$ cat config.mk
export PLATFORM = sky130hd
export DESIGN_NAME = dtpc_ctrl
export DESIGN_NICKNAME = d
export VERILOG_FILES = /design/src/hdl/dtpc_pkg.sv /design/src/hdl/dtpc_ctrl.sv
export SDC_FILE = /design/constraint.sdc
export NUM_CORES = 1
export LEC_CHECK = 0
export ABC_AREA = 1
export BUFFER_PORTS_ARGS = -buffer_cell sky130_fd_sc_hd__buf_4
export CORE_AREA = 2 2 39 41
export DETAILED_ROUTE_END_ITERATION = 6
export DIE_AREA = 0 0 41 43
export PLACE_DENSITY = 0.48
export SLEW_MARGIN = 40
export SYNTH_ARGS = -nofsm -noshare
export SYNTH_HDL_FRONTEND = slang
export SYNTH_SLANG_ARGS = --single-unit
$ cat constraint.sdc
create_clock -name clk -period 1.1 [get_ports clk]
set_input_delay 0.11 -clock clk [delete_from_list [all_inputs] [get_ports clk]]
set_output_delay 0.11 -clock clk [all_outputs]
set_load 0.01 [all_outputs]
$ cat src/hdl/dtpc_pkg.sv
// Shared constants, codes and interface types for the digit trie prefix
// conflict checker. No dependencies; every other file imports this package.
package dtpc_pkg;

  localparam int NODE_COUNT = 4096;
  localparam int RADIX      = 10;
  localparam int IDX_W      = $clog2(NODE_COUNT);
  localparam int FREE_W     = IDX_W + 1;
  // Node row: RADIX child pointers, end mark in the top bit.
  localparam int ROW_W      = RADIX * IDX_W + 1;

  localparam logic [IDX_W-1:0]  ROOT_NODE  = IDX_W'(1);
  localparam logic [IDX_W-1:0]  NO_NODE    = '0;
  localparam logic [FREE_W-1:0] FIRST_FREE = FREE_W'(2);
  localparam logic [FREE_W-1:0] POOL_LIMIT = FREE_W'(NODE_COUNT);
  localparam logic [3:0]        DIGIT_MAX  = 4'd9;

  localparam logic KIND_DIGIT = 1'b0;
  localparam logic KIND_CLEAR = 1'b1;

  typedef enum logic [2:0] {
    CMD_NONE,
    CMD_CLEAR,
    CMD_EVAL,
    CMD_CHECK,
    CMD_ALLOC
  } dtpc_op_t;

  typedef struct packed {
    dtpc_op_t op;
    logic     load_out;
  } dtpc_cmd_t;

  typedef struct packed {
    logic go_check;
    logic go_alloc;
    logic out_free;
  } dtpc_status_t;

endpackage

$ cat src/hdl/dtpc_ctrl.sv
// Controller for the digit trie checker: sequences each item through the
// datapath and decides when a result is loaded. Depends on dtpc_pkg.
module dtpc_ctrl import dtpc_pkg::*; (
  input  logic         clk,
  input  logic         rst,
  input  logic         s_valid,
  input  logic         kind,
  input  dtpc_status_t status,
  output logic         s_ready,
  output dtpc_cmd_t    cmd
);

  typedef enum logic [1:0] {
    ST_IDLE,
    ST_CHECK,
    ST_ALLOC
  } state_t;

  state_t state, state_next;
  logic   pend, pend_next;
  logic   finish;
  logic   accept;

  assign s_ready = (state == ST_IDLE) && !pend;
  assign accept  = s_valid && s_ready;

  always_comb begin
    state_next   = state;
    pend_next    = pend;
    cmd.op       = CMD_NONE;
    cmd.load_out = 1'b0;
    finish       = 1'b0;
    case (state)
      ST_IDLE: begin
        if (pend) begin
          // flush a result that found the output register busy
          if (status.out_free) begin
            cmd.load_out = 1'b1;
            pend_next    = 1'b0;
          end
        end else if (accept) begin
          if (kind == KIND_CLEAR) begin
            cmd.op = CMD_CLEAR;
            finish = 1'b1;
          end else begin
            cmd.op = CMD_EVAL;
            if (status.go_check) begin
              state_next = ST_CHECK;
            end else if (status.go_alloc) begin
              state_next = ST_ALLOC;
            end else begin
              finish = 1'b1;
            end
          end
        end
      end
      ST_CHECK: begin
        cmd.op     = CMD_CHECK;
        finish     = 1'b1;
        state_next = ST_IDLE;
      end
      ST_ALLOC: begin
        cmd.op     = CMD_ALLOC;
        finish     = 1'b1;
        state_next = ST_IDLE;
      end
      default: begin
        state_next = ST_IDLE;
      end
    endcase
    if (finish) begin
      if (status.out_free) begin
        cmd.load_out = 1'b1;
      end else begin
        pend_next = 1'b1;
      end
    end
  end

  always_ff @(posedge clk) begin
    if (rst) begin
      state <= ST_IDLE;
      pend  <= 1'b0;
    end else begin
      state <= state_next;
      pend  <= pend_next;
    end
  end

endmodule

==> results.txt <==
----------------------------------------------------
[Outcome]
  Result of the run ... finished, violations left
  Violated checks ... setup timing

[Synthesis]
  Synthesized area ... around 260 µm²
  Net Count, Synth ... about 50
  Mean area per synthesized cell ... around 6.7 µm²
  Cells after Synth ... 39
  Synthesis Warnings ... 0
  Sequential element share of the synthesized area ... around 23%
  Number of flip-flops and latches in the synthesized netlist ... 3
  Share of the synthesized area in the top cell type ... between 20% and 30%
  Count of unique library cells instantiated by Yosys ... 14
  Biggest area consumer among synthesized cells ... dfxtp_1
  Top post-synthesis cells by area ... dfxtp_1 (23%), ha_1 (14%), inv_1 (14%)

[Routing]
  Initial DRC count ... 1
  Wire per inst ... 7.80 µm
  Iteration count of the initial detailed-routing pass ... 2
  Via total after detailed routing ... about 340
  Routed wire length ... between 600 and 700 µm
  DRC ... 0
  Antenna viol nets, final ... 0
  Routed via count divided by cell count ... between 3 and 4

[Timing]
  Clock Skew ... 0.00306 ns
  Count of final setup violators ... 7
  Final worst-path setup slack ... -0.336 ns
  Max transition margin ... between 80% and 90%
  Count of final hold-check violations ... 0
  Final cycle utilization of the critical path ... 131%
  Transition time at the pin with the least slew margin ... around 0.18 ns
  Setup TNS after final layout ... -1.45 ns
  Timing-limited maximum frequency ... between 0.6 and 0.7 GHz
  Number of pins with negative max-slew slack in the final report ... 0
  Time the final worst path needs with I/O delays and setup ... about 1.4 ns
  RSZ-0062 raised after global routing ... yes

[Min path]
  Worst Hold Launch ... rst
  Hold path endpoint ... pend$_SDFF_PP0_
  Cells on Worst Hold Path ... 4
  Class of the worst hold path ... primary input to flip-flop

[Critical path]
  Critical Path AT ... approximately 1.3 ns
  Delay of the slowest cell on the worst path ... around 0.32 ns
  Ordered cell list for the critical path ... inv_2 -> ha_4 -> nand2_4 -> nor2_2 -> nand2_1 -> nand2_1 -> nand2_2 -> a21oi_2 -> buf_4
  Required @ worst endpoint ... 0.99 ns
  Origin of the critical flop-to-flop path ... state[1]$_SDFFE_PP0P_
  Slowest CP cell ... dfxtp_2
  Reg2reg end ... pend$_SDFF_PP0_
  Maximum fanout encountered on the critical timing path ... 3
  Critical Path Sink Type ... output pin
  Number of cells on the worst reg-to-reg path ... 11
  Startpoint kind of the worst setup timing path ... flip-flop
  Slack of the worst reg-to-reg path ... -0.25 ns
  Cell with the most instances on the worst path ... nand2_1
  Category of the most critical setup path ... flip-flop to output pin

[CTS]
  CTS H-Tree Depth ... 1
  CTS sink count ... 3
  Number of hold-repair buffers added at the cts stage ... 0
  Clock tree buffer depth ... 2
  Clock buffer count from CTS ... 3
  CTS tree ... yes
  Clock latency on the worst-skew pair ... about 0.23 ns
  Clock root buffer ... clkbuf_4
  Clock slew seen by the registers of the worst setup and hold paths ... around 0.040 ns

[Power and ir drop]
  Share of power burned in combinational logic ... 48.7%
  Switching pwr ... 187 µW
  Cell leakage power ... about 0.00029 µW
  Maximum vdd ir drop ... approximately 0.00058 V
  Sequential cell fraction of total power ... between 20% and 30%
  Clock power share ... between 30% and 40%
  P per Cell Area ... 1090 nW/µm²
  Fraction of power spent switching nets ... roughly 30%
  PnR Total Power ... between 600 and 700 µW
  Cell-internal power ... roughly 430 µW

[Cells and area]
  Layout cells sized above 1 ... between 60% and 70%
  Fillers ... roughly 160
  Layout Cell Area excl Fill ... roughly 570 µm²
  Layout-stage area growth over the synthesis result ... 119%
  Total number of nets in the final design ... 80
  Util after Layout ... just over 40%
  Antenna Diode Count ... 0

[Job]
  Max-capacitance violation count ... 0

[GRT]
  Total congestion overflow after global routing ... 0
  Wire length of the first global-routing pass ... between 800 and 900 µm
  Number of global-route vias before repair ... 261
  Total routing usage reported by global routing ... ~8.2%
  Largest net degree at the start of global routing ... 6
  Number of antenna violations at the first check in global routing ... 0

[Place]
  Routability Congestion ... approximately 0.76
  Detailed-placement wirelength estimate ... 494 µm
  PortBufs ... 11
  Post-placement cell area ... 438 µm²

[Die]
  Die outline height ... 43 µm
  Horizontal extent of the die ... between 40 and 50 µm
  Die area ... 1760 µm²
  Initial cell density of the core ... approximately a fifth
  Placeable Area ... ~1400 µm²
  Row cnt ... 14
  Number of I/O pins ... 12

----------------------------------------------------
[area by class of cell]
| class | count | area, µm² | share of cell area [%] |
|---|---|---|---|
| Multi-Input combinational cell | 25 | 206 | 36.2 |
| Tap cell | 16 | 20.0 | 3.51 |
| Sequential cell | 3 | 62.6 | 11.0 |
| Inverter | 11 | 41.3 | 7.24 |
| Clock buffer | 4 | 26.3 | 4.61 |
| Timing Repair Buffer | 26 | 214 | 37.5 |
[cells by family (layout without fill, tap and decap cells)]
family / Yosys count / count (layout) / synth area share, %
flops: 3 / 3 / 23.1
buf+inv: 11 / 41 / 15.9
compound gates: 9 / 9 / 23.6
fa+ha+maj: 3 / 3 / 14.4
simple gates: 13 / 13 / 23.1
[worst max-delay path by stage]
stage | from | endpoint | slack [ns] | cells past startpoint
finish | state[1]$_SDFFE_PP0P_ | cmd[0] | -0.34 | 9
global route | state[1]$_SDFFE_PP0P_ | cmd[0] | -0.42 | 9
CTS | state[0]$_SDFFE_PP0P_ | cmd[0] | -0.37 | 9
detailed placement | state[1]$_SDFFE_PP0P_ | cmd[0] | -0.12 | 9
global placement | state[1]$_SDFFE_PP0P_ | cmd[0] | -0.11 | 9
floorplan | state[0]$_SDFFE_PP0P_ | cmd[0] | -0.02 | 8
[power groups by stage]
stage	clock network (µW)	logic [µW]	registers [µW]
global route	216	330	125
global placement	0	208	125
CTS	207	259	124
finish	194	302	124
floorplan	0	99.8	127
detailed placement	0	209	126
[state kept, by name, summed over array words and instances (netlist names)]
name,count
state,2
pend,1
[metal layers]
layer | vias to the layer above | wire (µm) | global-route usage [%]
met5 | - | 0 | 0
met4 | 0 | 0 | 2.00
met3 | 0 | 56 | 7.85
met2 | 10 | 330 | 11.9
met1 | 148 | 276 | 8.33
li1 | 179 | - | -
[metrics by stage]
step | setup slack [ns] | instances | hold slack, ns
after floorplan | -0.0219 | 39 | 0.277
after global placement | -0.112 | 74 | 0.381
after detailed placement | -0.118 | 74 | 0.378
after CTS | -0.369 | 82 | 0.126
after global routing | -0.424 | 85 | 0.144
final | -0.336 | 85 | 0.135
[repair_timing]
action / 4_1_cts / 5_1_grt
setup buffers: 5 / 5
setup endpoints to repair: 6 / 8
resized for setup: 8 / 7
pin swaps: 6 / 6
[worst max-delay path: cells and delay by family (launching register included)]
family	cells	cell delay [ns]
DFF	1	0.32
buffers and inverters	2	0.19
and+or+nand+nor	5	0.31
adders and majority gates	1	0.16
AOI/OAI and AO/OA	1	0.12
[Yosys cell counts]
cell and count:
nand2_1 8, nand3_2 1, nor2_2 1, nand2_2 1, a21oi_1 1, o21ai_2 1
a21oi_2 2, o31ai_1 2, dfxtp_1 3, inv_2 1, ha_1 3, nor2_1 2
inv_1 10, o21ai_0 3
[cell usage in the layout, fill, tap and decap left out]
cell,instances
a21oi_1,1
a21oi_2,2
buf_4,21
buf_6,5
clkbuf_1,1
clkbuf_4,3
dfxtp_1,1
dfxtp_2,2
ha_1,1
ha_4,2
inv_1,7
inv_2,4
nand2_1,6
nand2_2,2
nand2_4,1
nand3_2,1
nor2_1,1
nor2_2,2
o21ai_0,2
o21ai_1,1
o21ai_2,1
o31ai_2,2
(Power assumes the default switching activity.)
